$ cat src/clcd_pkg.sv
// clcd_pkg: shared types, constants and helpers for the character LCD sequencer
// no dependencies; imported by every module of the block

package clcd_pkg;

  // text buffer geometry and wrap point
  localparam int BUFFER_DEPTH = 32;
  localparam int WRAP_COLUMN  = 15;
  localparam int BUF_AW       = $clog2(BUFFER_DEPTH);
  localparam int LEN_LIMIT    = (BUFFER_DEPTH > 63) ? 63 : BUFFER_DEPTH;

  // result queue depth, power of two, room for two results per item
  localparam int OUTQ_DEPTH = 4;
  localparam int OUTQ_AW    = $clog2(OUTQ_DEPTH);

  // fixed LCD command bytes
  localparam logic [7:0] CMD_SET_DDRAM = 8'd128;
  localparam logic [7:0] ROW1_OFFSET   = 8'h40;
  localparam logic [7:0] CMD_CLEAR     = 8'b0000_0001;
  localparam logic [7:0] CMD_HOME      = 8'b0000_0010;

  // configuration register indexes
  typedef enum logic [2:0] {
    CFG_POWER_UP_TICKS    = 3'd0,
    CFG_FUNCTION_SET_CMD  = 3'd1,
    CFG_DISPLAY_ON_CMD    = 3'd2,
    CFG_DISPLAY_CLEAR_CMD = 3'd3,
    CFG_ENTRY_MODE_CMD    = 3'd4
  } cfg_index_t;

  // request codes
  typedef enum logic [1:0] {
    REQ_TICK  = 2'd0,
    REQ_LOAD  = 2'd1,
    REQ_WRITE = 2'd2,
    REQ_CLEAR = 2'd3
  } req_t;

  // sequencer phases
  typedef enum logic [3:0] {
    PH_PINS  = 4'd0,
    PH_WAIT  = 4'd1,
    PH_FSET  = 4'd2,
    PH_DON   = 4'd3,
    PH_DCLR  = 4'd4,
    PH_ENTRY = 4'd5,
    PH_IDLE  = 4'd6,
    PH_WRITE = 4'd7,
    PH_CLEAR = 4'd8
  } phase_t;

  typedef struct packed {
    logic [7:0] power_up_ticks;
    logic [7:0] function_set_cmd;
    logic [7:0] display_on_cmd;
    logic [7:0] display_clear_cmd;
    logic [7:0] entry_mode_cmd;
  } cfg_t;

  typedef struct packed {
    req_t       req_type;
    logic [4:0] char_index;
    logic [7:0] char_value;
    logic [5:0] text_length;
    logic       start_row;
    logic [5:0] start_column;
  } item_t;

  typedef struct packed {
    logic       result_kind;
    logic       status;
    logic       reg_select;
    logic [7:0] bus_byte;
    logic       is_idle;
    logic       last;
  } result_t;

  // results produced by one item, in order
  typedef struct packed {
    logic [1:0] count;
    result_t    r0;
    result_t    r1;
  } push_t;

  typedef struct packed {
    logic [OUTQ_AW:0] level;
    logic             space_ok;
  } outq_status_t;

  // command write on the LCD bus
  function automatic result_t mk_cmd(input logic [7:0] b);
    result_t r;
    r = '0;
    r.result_kind = 1'b1;
    r.bus_byte    = b;
    return r;
  endfunction

  // data write on the LCD bus
  function automatic result_t mk_data(input logic [7:0] b);
    result_t r;
    r = '0;
    r.result_kind = 1'b1;
    r.reg_select  = 1'b1;
    r.bus_byte    = b;
    return r;
  endfunction

  // request status
  function automatic result_t mk_status(input logic rejected);
    result_t r;
    r = '0;
    r.status = rejected;
    return r;
  endfunction

endpackage

$ cat src/clcd_seq.sv
// clcd_seq: phase state machine, text buffer and per-item result generation
// depends on clcd_pkg

module clcd_seq
  import clcd_pkg::*;
(
  input  logic  clk,
  input  logic  rst,
  input  logic  fire,
  input  item_t item,
  input  cfg_t  cfg,
  output push_t push
);

  phase_t     phase, phase_next;
  logic [7:0] wait_count, wait_count_next;
  logic [5:0] write_length, write_length_next;
  logic [5:0] position, position_next;
  logic       wrapped, wrapped_next;

  logic [7:0] text_buf [BUFFER_DEPTH];
  logic       buf_we;
  logic [7:0] buf_rd;

  logic       at_end, at_wrap;
  logic [5:0] len_sat;
  result_t    r0, r1;
  logic [1:0] n;

  assign buf_rd  = text_buf[position[BUF_AW-1:0]];
  assign at_end  = (position == write_length);
  assign at_wrap = (position == 6'(WRAP_COLUMN)) && !wrapped;
  assign len_sat = (item.text_length > 6'(LEN_LIMIT)) ? 6'(LEN_LIMIT) : item.text_length;

  // next state
  always_comb begin
    phase_next        = phase;
    wait_count_next   = wait_count;
    write_length_next = write_length;
    position_next     = position;
    wrapped_next      = wrapped;
    buf_we            = 1'b0;
    if (fire) begin
      if (item.req_type == REQ_TICK) begin
        unique case (phase)
          PH_PINS:  phase_next = PH_WAIT;
          PH_WAIT: begin
            if (wait_count < cfg.power_up_ticks) begin
              wait_count_next = wait_count + 8'd1;
            end else begin
              wait_count_next = '0;
              phase_next      = PH_FSET;
            end
          end
          PH_FSET:  phase_next = PH_DON;
          PH_DON:   phase_next = PH_DCLR;
          PH_DCLR:  phase_next = PH_ENTRY;
          PH_ENTRY: phase_next = PH_IDLE;
          PH_WRITE: begin
            if (at_end) begin
              phase_next = PH_IDLE;
            end else if (at_wrap) begin
              wrapped_next = 1'b1;
            end else begin
              position_next = position + 6'd1;
            end
          end
          PH_CLEAR: begin
            if (position != '0) begin
              position_next = '0;
            end else begin
              phase_next = PH_IDLE;
            end
          end
          default: ;
        endcase
      end else if (phase == PH_IDLE) begin
        unique case (item.req_type)
          REQ_LOAD:  buf_we = (int'(item.char_index) < BUFFER_DEPTH);
          REQ_WRITE: begin
            write_length_next = len_sat;
            position_next     = '0;
            wrapped_next      = 1'b0;
            phase_next        = PH_WRITE;
          end
          REQ_CLEAR: phase_next = PH_CLEAR;
          default: ;
        endcase
      end
    end
  end

  // results of the current item
  always_comb begin
    r0 = '0;
    r1 = '0;
    n  = 2'd0;
    if (fire) begin
      if (item.req_type == REQ_TICK) begin
        unique case (phase)
          PH_FSET:  begin r0 = mk_cmd(cfg.function_set_cmd);  n = 2'd1; end
          PH_DON:   begin r0 = mk_cmd(cfg.display_on_cmd);    n = 2'd1; end
          PH_DCLR:  begin r0 = mk_cmd(cfg.display_clear_cmd); n = 2'd1; end
          PH_ENTRY: begin r0 = mk_cmd(cfg.entry_mode_cmd);    n = 2'd1; end
          PH_WRITE: begin
            n = 2'd1;
            if (at_end) begin
              r0 = mk_cmd(CMD_SET_DDRAM + {2'b00, position} + 8'd1);
            end else if (at_wrap) begin
              r0 = mk_cmd(CMD_SET_DDRAM + ROW1_OFFSET);
            end else begin
              r0 = mk_data(buf_rd);
            end
          end
          PH_CLEAR: begin
            if (position != '0) begin
              r0 = mk_cmd(CMD_CLEAR);
              r1 = mk_cmd(CMD_HOME);
              n  = 2'd2;
            end
          end
          default: ;
        endcase
      end else if (phase != PH_IDLE) begin
        r0 = mk_status(1'b1);
        n  = 2'd1;
      end else begin
        r0 = mk_status(1'b0);
        n  = 2'd1;
        if (item.req_type == REQ_WRITE) begin
          r1 = mk_cmd(CMD_SET_DDRAM + (item.start_row ? ROW1_OFFSET : 8'd0)
                      + {2'b00, item.start_column});
          n  = 2'd2;
        end
      end
    end
    r0.is_idle = (phase_next == PH_IDLE);
    r1.is_idle = (phase_next == PH_IDLE);
    r0.last    = (n == 2'd1);
    r1.last    = 1'b1;
    push.count = n;
    push.r0    = r0;
    push.r1    = r1;
  end

  // state registers
  always_ff @(posedge clk) begin
    if (rst) begin
      phase        <= PH_PINS;
      wait_count   <= '0;
      write_length <= '0;
      position     <= '0;
      wrapped      <= 1'b0;
    end else begin
      phase        <= phase_next;
      wait_count   <= wait_count_next;
      write_length <= write_length_next;
      position     <= position_next;
      wrapped      <= wrapped_next;
    end
  end

  // text buffer, no reset
  always_ff @(posedge clk) begin
    if (buf_we) begin
      text_buf[BUF_AW'(item.char_index)] <= item.char_value;
    end
  end

endmodule

$ cat src/clcd_outq.sv
// clcd_outq: small result queue taking up to two results a cycle, giving one while head_ready is high
// depends on clcd_pkg

module clcd_outq
  import clcd_pkg::*;
(
  input  logic         clk,
  input  logic         rst,
  input  push_t        push,
  output result_t      head,
  output logic         head_valid,
  input  logic         head_ready,
  output outq_status_t stat
);

  result_t          q [OUTQ_DEPTH];
  logic [OUTQ_AW-1:0] wr_ptr, rd_ptr;
  logic [OUTQ_AW:0]   level, level_next;
  logic               pop;

  assign head_valid    = (level != '0);
  assign head          = q[rd_ptr];
  assign pop           = head_valid && head_ready;
  assign level_next    = level + (OUTQ_AW+1)'(push.count) - (OUTQ_AW+1)'(pop);
  assign stat.level    = level;
  assign stat.space_ok = (int'(level) <= OUTQ_DEPTH - 2);

  // pointers and fill level
  always_ff @(posedge clk) begin
    if (rst) begin
      wr_ptr <= '0;
      rd_ptr <= '0;
      level  <= '0;
    end else begin
      wr_ptr <= wr_ptr + OUTQ_AW'(push.count);
      rd_ptr <= rd_ptr + OUTQ_AW'(pop);
      level  <= level_next;
    end
  end

  // entry storage
  always_ff @(posedge clk) begin
    if (push.count != 2'd0) begin
      q[wr_ptr] <= push.r0;
    end
    if (push.count == 2'd2) begin
      q[wr_ptr + OUTQ_AW'(1)] <= push.r1;
    end
  end

endmodule

$ cat src/char_lcd_init_and_write_sequencer_core.sv
// Flow: a transaction taken on s_axis is held in the input register and processed
//   once the result queue has room; its results reach m_axis through that queue.
// Throughput: one item per cycle while results drain; an item with two results
//   (write start, clear and home) sends them in turn on the single m_axis port.
// Reset: synchronous rst clears control state and loads register defaults;
//   the text buffer keeps its contents and holds garbage until loaded.

module char_lcd_init_and_write_sequencer_core
  import clcd_pkg::*;
(
  input  logic        clk,
  input  logic        rst,
  // slave side
  input  logic        s_axis_tvalid,
  output logic        s_axis_tready,
  // [4:0] char_index, [12:5] char_value, [18:13] text_length,
  // [19] start_row, [25:20] start_column, [31:26] zero
  input  logic [31:0] s_axis_tdata,
  // [1:0] req_type
  input  logic [1:0]  s_axis_tuser,
  // master side
  output logic        m_axis_tvalid,
  input  logic        m_axis_tready,
  // [0] status, [8:1] bus_byte, [9] is_idle, [15:10] zero
  output logic [15:0] m_axis_tdata,
  // [0] result_kind, [1] reg_select
  output logic [1:0]  m_axis_tuser,
  output logic        m_axis_tlast,
  // configuration writes
  input  logic        cfg_wr_en,
  input  logic [2:0]  cfg_index,
  input  logic [7:0]  cfg_data
);

  cfg_t         cfg;
  item_t        item_q;
  logic         item_valid;
  logic         fire;
  push_t        push;
  result_t      head;
  outq_status_t outq_stat;

  assign fire          = item_valid && outq_stat.space_ok;
  assign s_axis_tready = !item_valid || fire;

  // configuration registers
  always_ff @(posedge clk) begin
    if (rst) begin
      cfg.power_up_ticks    <= 8'd20;
      cfg.function_set_cmd  <= 8'd56;
      cfg.display_on_cmd    <= 8'd12;
      cfg.display_clear_cmd <= 8'd1;
      cfg.entry_mode_cmd    <= 8'd6;
    end else if (cfg_wr_en) begin
      unique case (cfg_index)
        CFG_POWER_UP_TICKS:    cfg.power_up_ticks    <= cfg_data;
        CFG_FUNCTION_SET_CMD:  cfg.function_set_cmd  <= cfg_data;
        CFG_DISPLAY_ON_CMD:    cfg.display_on_cmd    <= cfg_data;
        CFG_DISPLAY_CLEAR_CMD: cfg.display_clear_cmd <= cfg_data;
        CFG_ENTRY_MODE_CMD:    cfg.entry_mode_cmd    <= cfg_data;
        default: ;
      endcase
    end
  end

  // input register valid
  always_ff @(posedge clk) begin
    if (rst) begin
      item_valid <= 1'b0;
    end else if (s_axis_tready) begin
      item_valid <= s_axis_tvalid;
    end
  end

  // input register payload
  always_ff @(posedge clk) begin
    if (s_axis_tvalid && s_axis_tready) begin
      item_q.req_type     <= req_t'(s_axis_tuser);
      item_q.char_index   <= s_axis_tdata[4:0];
      item_q.char_value   <= s_axis_tdata[12:5];
      item_q.text_length  <= s_axis_tdata[18:13];
      item_q.start_row    <= s_axis_tdata[19];
      item_q.start_column <= s_axis_tdata[25:20];
    end
  end

  clcd_seq u_seq (
    .clk  (clk),
    .rst  (rst),
    .fire (fire),
    .item (item_q),
    .cfg  (cfg),
    .push (push)
  );

  clcd_outq u_outq (
    .clk        (clk),
    .rst        (rst),
    .push       (push),
    .head       (head),
    .head_valid (m_axis_tvalid),
    .head_ready (m_axis_tready),
    .stat       (outq_stat)
  );

  // output packing
  assign m_axis_tdata = {6'b0, head.is_idle, head.bus_byte, head.status};
  assign m_axis_tuser = {head.reg_select, head.result_kind};
  assign m_axis_tlast = head.last;

  // queue never overfills
  a_outq_level: assert property (@(posedge clk) disable iff (rst)
    int'(outq_stat.level) <= OUTQ_DEPTH)
    else $error("result queue overfilled");

  // a rejected request never reports the block idle
  a_reject_busy: assert property (@(posedge clk) disable iff (rst)
    (m_axis_tvalid && !m_axis_tuser[0] && m_axis_tdata[0]) |-> !m_axis_tdata[9])
    else $error("rejected request marked idle");

  // a data byte on the bus leaves the block in a write run
  a_data_busy: assert property (@(posedge clk) disable iff (rst)
    (m_axis_tvalid && m_axis_tuser[1]) |-> (m_axis_tuser[0] && !m_axis_tdata[9]))
    else $error("data write marked idle or not a bus write");

  // nothing comes out right after reset
  a_reset_empty: assert property (@(posedge clk)
    ($past(rst) && !rst) |-> !m_axis_tvalid)
    else $error("result present after reset");

endmodule
$ cat config.mk
export PLATFORM = sky130hd
export DESIGN_NAME = char_lcd_init_and_write_sequencer_core
export DESIGN_NICKNAME = d
export VERILOG_FILES = /design/src/clcd_pkg.sv /design/src/clcd_seq.sv /design/src/clcd_outq.sv /design/src/char_lcd_init_and_write_sequencer_core.sv
export SDC_FILE = /design/constraint.sdc
export NUM_CORES = 1
export LEC_CHECK = 0
export BUFFER_PORTS_ARGS = -buffer_cell sky130_fd_sc_hd__buf_2
export CAP_MARGIN = 20
export CORE_MARGIN = 3
export CORE_UTILIZATION = 45
export CTS_CLUSTER_DIAMETER = 200
export DETAILED_ROUTE_END_ITERATION = 16
export GPL_TIMING_DRIVEN = 1
export SETUP_SLACK_MARGIN = 0.2
export SYNTH_ARGS = -nofsm -noshare
export SYNTH_HDL_FRONTEND = slang
export SYNTH_SLANG_ARGS = --single-unit
$ cat constraint.sdc
create_clock -name clk -period 4.9 [get_ports clk]
set_input_delay 0 -clock clk [delete_from_list [all_inputs] [get_ports clk]]
set_output_delay 0 -clock clk [all_outputs]
set_load 0.02 [all_outputs]
==> results by group <==
Global routing
  – Initial antenna violation count: 0
  – Pin count of the biggest net entering global routing: about 70
  – GR Overflow Total: 0
  – Total GRT Usage: 0.2030
  – Number of global-route vias before repair: 10510
  – First-pass GRT wire length: around 64 mm

Power
  – Overall power: between 7000 and 8000 uW
  – P per Cell Area: between 300 and 400 mW/mm^2
  – IR drop worst, VDD: about 0.00024 V
  – Lkg Pwr: between 0.006 and 0.007 uW

Critical path
  – Critical path peak fanout: 25
  – Max stage delay on crit path: 0.87 ns
  – Arrival @ worst endpoint: 3.63 ns
  – Critical Path Sink Type: flip-flop
  – CP Cell Sequence: buf_4 -> nor2b_1 -> a21oi_1 -> o2111ai_1 -> o211ai_1 -> a221oi_2 -> o22ai_1
  – Crit-path slowest cell: dfxtp_2
  – Critical path class: flip-flop to flip-flop
  – WP data required: roughly 5.2 ns
  – Critical Path Start Type: flip-flop

Detailed routing
  – 1st-iter DRT viols: 997
  – Detailed-route vias per instance: 5.755
  – Number of routed nets with antenna violations: 0
  – DRC violations left: 0
  – DR vias: 10990
  – WL per Instance: about 22 um
  – Drt total wl: 42.55 mm
  – Initial DRT Pass Iterations: 6

Final layout
  – Final Non-Filler Cells: 1909
  – Post-route cell area: 0.02040 mm^2
  – Commonest cells after routing, fill and taps aside: 324 x edfxtp_1, 126 x nand2_1, 92 x nor2_1, 87 x dfxtp_1, 73 x mux2i_1
  – Share of layout cells above drive strength 1: 0.1682
  – Area growth syn-to-layout: 15.00%
  – Fill cells: 3254
  – ANT cells: 0
  – # nets final: about 1400
  – Commonest non-fill, non-tap cell in the layout: edfxtp_1

Placed design
  – Post-DP Area: between 0.015 and 0.02 mm^2
  – Place WS: ~1.7 ns
  – Placed insts: approximately 1800
  – Placer Congestion: roughly 0.85
  – DP HPWL: 27.45 mm
  – Port bufs: 58

Synth
  – Area of the mapped netlist: ~0.018 mm^2
  – Yosys cell types: between 90 and 100
  – Syn_area_per_cell: between 10 and 15 um^2
  – Asr flop ratio synth: 0
  – Synth Instances: roughly 1300
  – Post-synth EDFFs: about 320
  – Yosys reg bits: 414
  – Top_reg_cell synth: edfxtp_1
  – Seq/Total Area, Yosys: 0.6500
  – Synth warn: 0

Run status
  – Result of the run: completed

STA
  – Final setup TNS: 0 ns
  – Final Hold Viols: 0
  – Final setup violation count: 0
  – PnR worst setup slack: approximately 1.5 ns
  – Slew headroom: 0.2246
  – RSZ-0062 raised after global routing: no
  – Highest clock rate: a little under 300 MHz
  – Pins Over Slew Limit: 0
  – Period utilisation layout: 0.6858
  – Skew final: 0.02662 ns
  – Slew @ Worst Pin: 1.163 ns
  – Tmin final: between 3 and 4 ns

Floorplanning
  – Placeable Area: approximately 0.039 mm^2
  – Boundary Pins: slightly above 70
  – Die W: between 200 and 250 um
  – Starting Density: 0.4569
  – # rows: slightly above 70
  – Die Height: roughly 200 um
  – Die area: about 0.042 mm^2

Clock network
  – H-tree levels: 2
  – CTS sink cnt: between 400 and 500
  – Num CTS Buffers: 44
  – CTS Buffer Depth: 3
  – Clock Latency Late Sink: between 0.5 and 0.6 ns
  – Clock slew at reported path FFs: roughly 0.06 ns
  – CTS tree: built
  – Root Driver: clkbuf_16
  – Post-CTS sizing: 0
  – Setup bufs post-CTS: 0

Hold path
  – Hold WC Path Type: primary input to flip-flop

Job
  – Max_cap viols: 0
critical path, delay by kind of cell (launching register included):
| kind | cells | cell delay, ns |
|---|---|---|
| compound gates | 5 | 1.35 |
| buf+inv | 1 | 0.38 |
| flops | 1 | 0.87 |
| simple gates | 1 | 0.44 |
routing by layer:
| metal | track usage | vias to the layer above | wire length [um] |
|---|---|---|---|
| met5 | 0 | - | 0 |
| met4 | 0.07717 | 0 | 1413 |
| met3 | 0.03528 | 87 | 2922 |
| met2 | 0.3015 | 401 | 19030 |
| met1 | 0.3003 | 5465 | 19190 |
| li1 | - | 5034 | - |
layout make-up:
type | instances | area (um^2) | share of cell area
sequential | 414 | 11540 | 0.5655
multi-input combinational | 754 | 5769 | 0.2828
clock buffer | 59 | 1209 | 0.05924
timing repair buffer | 119 | 943.4 | 0.04624
tap | 518 | 648.1 | 0.03177
clock inverter | 21 | 202.7 | 0.009935
inverter | 24 | 92.59 | 0.004538
metrics by stage:
stage,utilization,hold WS [ns]
4_1_cts,0.5226,0.03715
5_1_grt,0.5255,0.06994
6_report,0.5255,0.04780
3_5_place_dp,0.4751,0.1787
2_1_floorplan,-,0.09887
3_3_place_gp,0.4751,0.1761
cell usage after synthesis, drive strengths merged (19+ instances only):
master | number | area [um^2]
mux2i | 73 | 730.7
edfxtp | 324 | 9729
nand3 | 22 | 127.6
nor3 | 19 | 105.1
inv | 24 | 92.59
buf | 44 | 281.5
nand2 | 129 | 491.7
a21oi | 67 | 361.6
clkbuf | 23 | 86.33
mux4 | 51 | 1164
nor2 | 93 | 351.6
dfxtp | 90 | 1802
o22ai | 41 | 262.8
nor2b | 19 | 118.9
state kept, by name (all words and copies together), names as in the netlist, named ones only:
| register | flops |
|---|---|
| u_outq.rd_ptr | 2 |
| u_seq.wait_count | 8 |
| u_seq.text_buf | 256 |
| cfg | 40 |
| u_outq.wr_ptr | 2 |
| u_seq.position | 6 |
| item_q | 28 |
| u_seq.write_length | 6 |
| item_valid | 1 |
| u_seq.wrapped | 1 |
| u_seq.phase | 4 |
| u_outq.level | 3 |
| u_outq.q | 52 |
kinds of logic (layout without fill, tap and decap cells):
| kind of cell | count (synthesis) | in the layout | share of synthesized area |
|---|---|---|---|
| XOR/XNOR | 21 | 21 | 0.01037 |
| flip-flops | 414 | 414 | 0.6500 |
| adder cells (fa/ha/maj) | 16 | 16 | 0.01171 |
| buffers and inverters | 91 | 223 | 0.02595 |
| multiplexers | 137 | 137 | 0.1150 |
| AND/OR/NAND/NOR | 352 | 352 | 0.1001 |
| other | 1 | 6 | 0.0002114 |
| AO/OA/AOI/OAI | 222 | 222 | 0.08668 |
timing repair:
item                                   in CTS  in global routing
setup endpoints to repair                   0                  0
hold buffers                               43                  0
endpoints found under the hold margin      71                  0
report_power, final:
| part | switching [uW] | internal [uW] | total (uW) | leakage, uW |
|---|---|---|---|---|
| clock network | 1360 | 1900 | 3260 | 0.000689 |
| logic | 368 | 282 | 650 | 0.00215 |
| registers | 119 | 3890 | 4010 | 0.00371 |
path summary, 6_finish.rpt:
path / to / depth (start not counted) / slack, ns / startpoint
setup / recovery: u_outq.q[2][5] / 7 / 1.54 / flip-flop
hold / removal: item_valid / 3 / 0.05 / rst
setup reg to reg: u_outq.q[2][5] / 7 / 1.54 / flip-flop
hold reg to reg: cfg[11] / 2 / 0.45 / cfg[11]
Power figures use the tool's default switching activity.
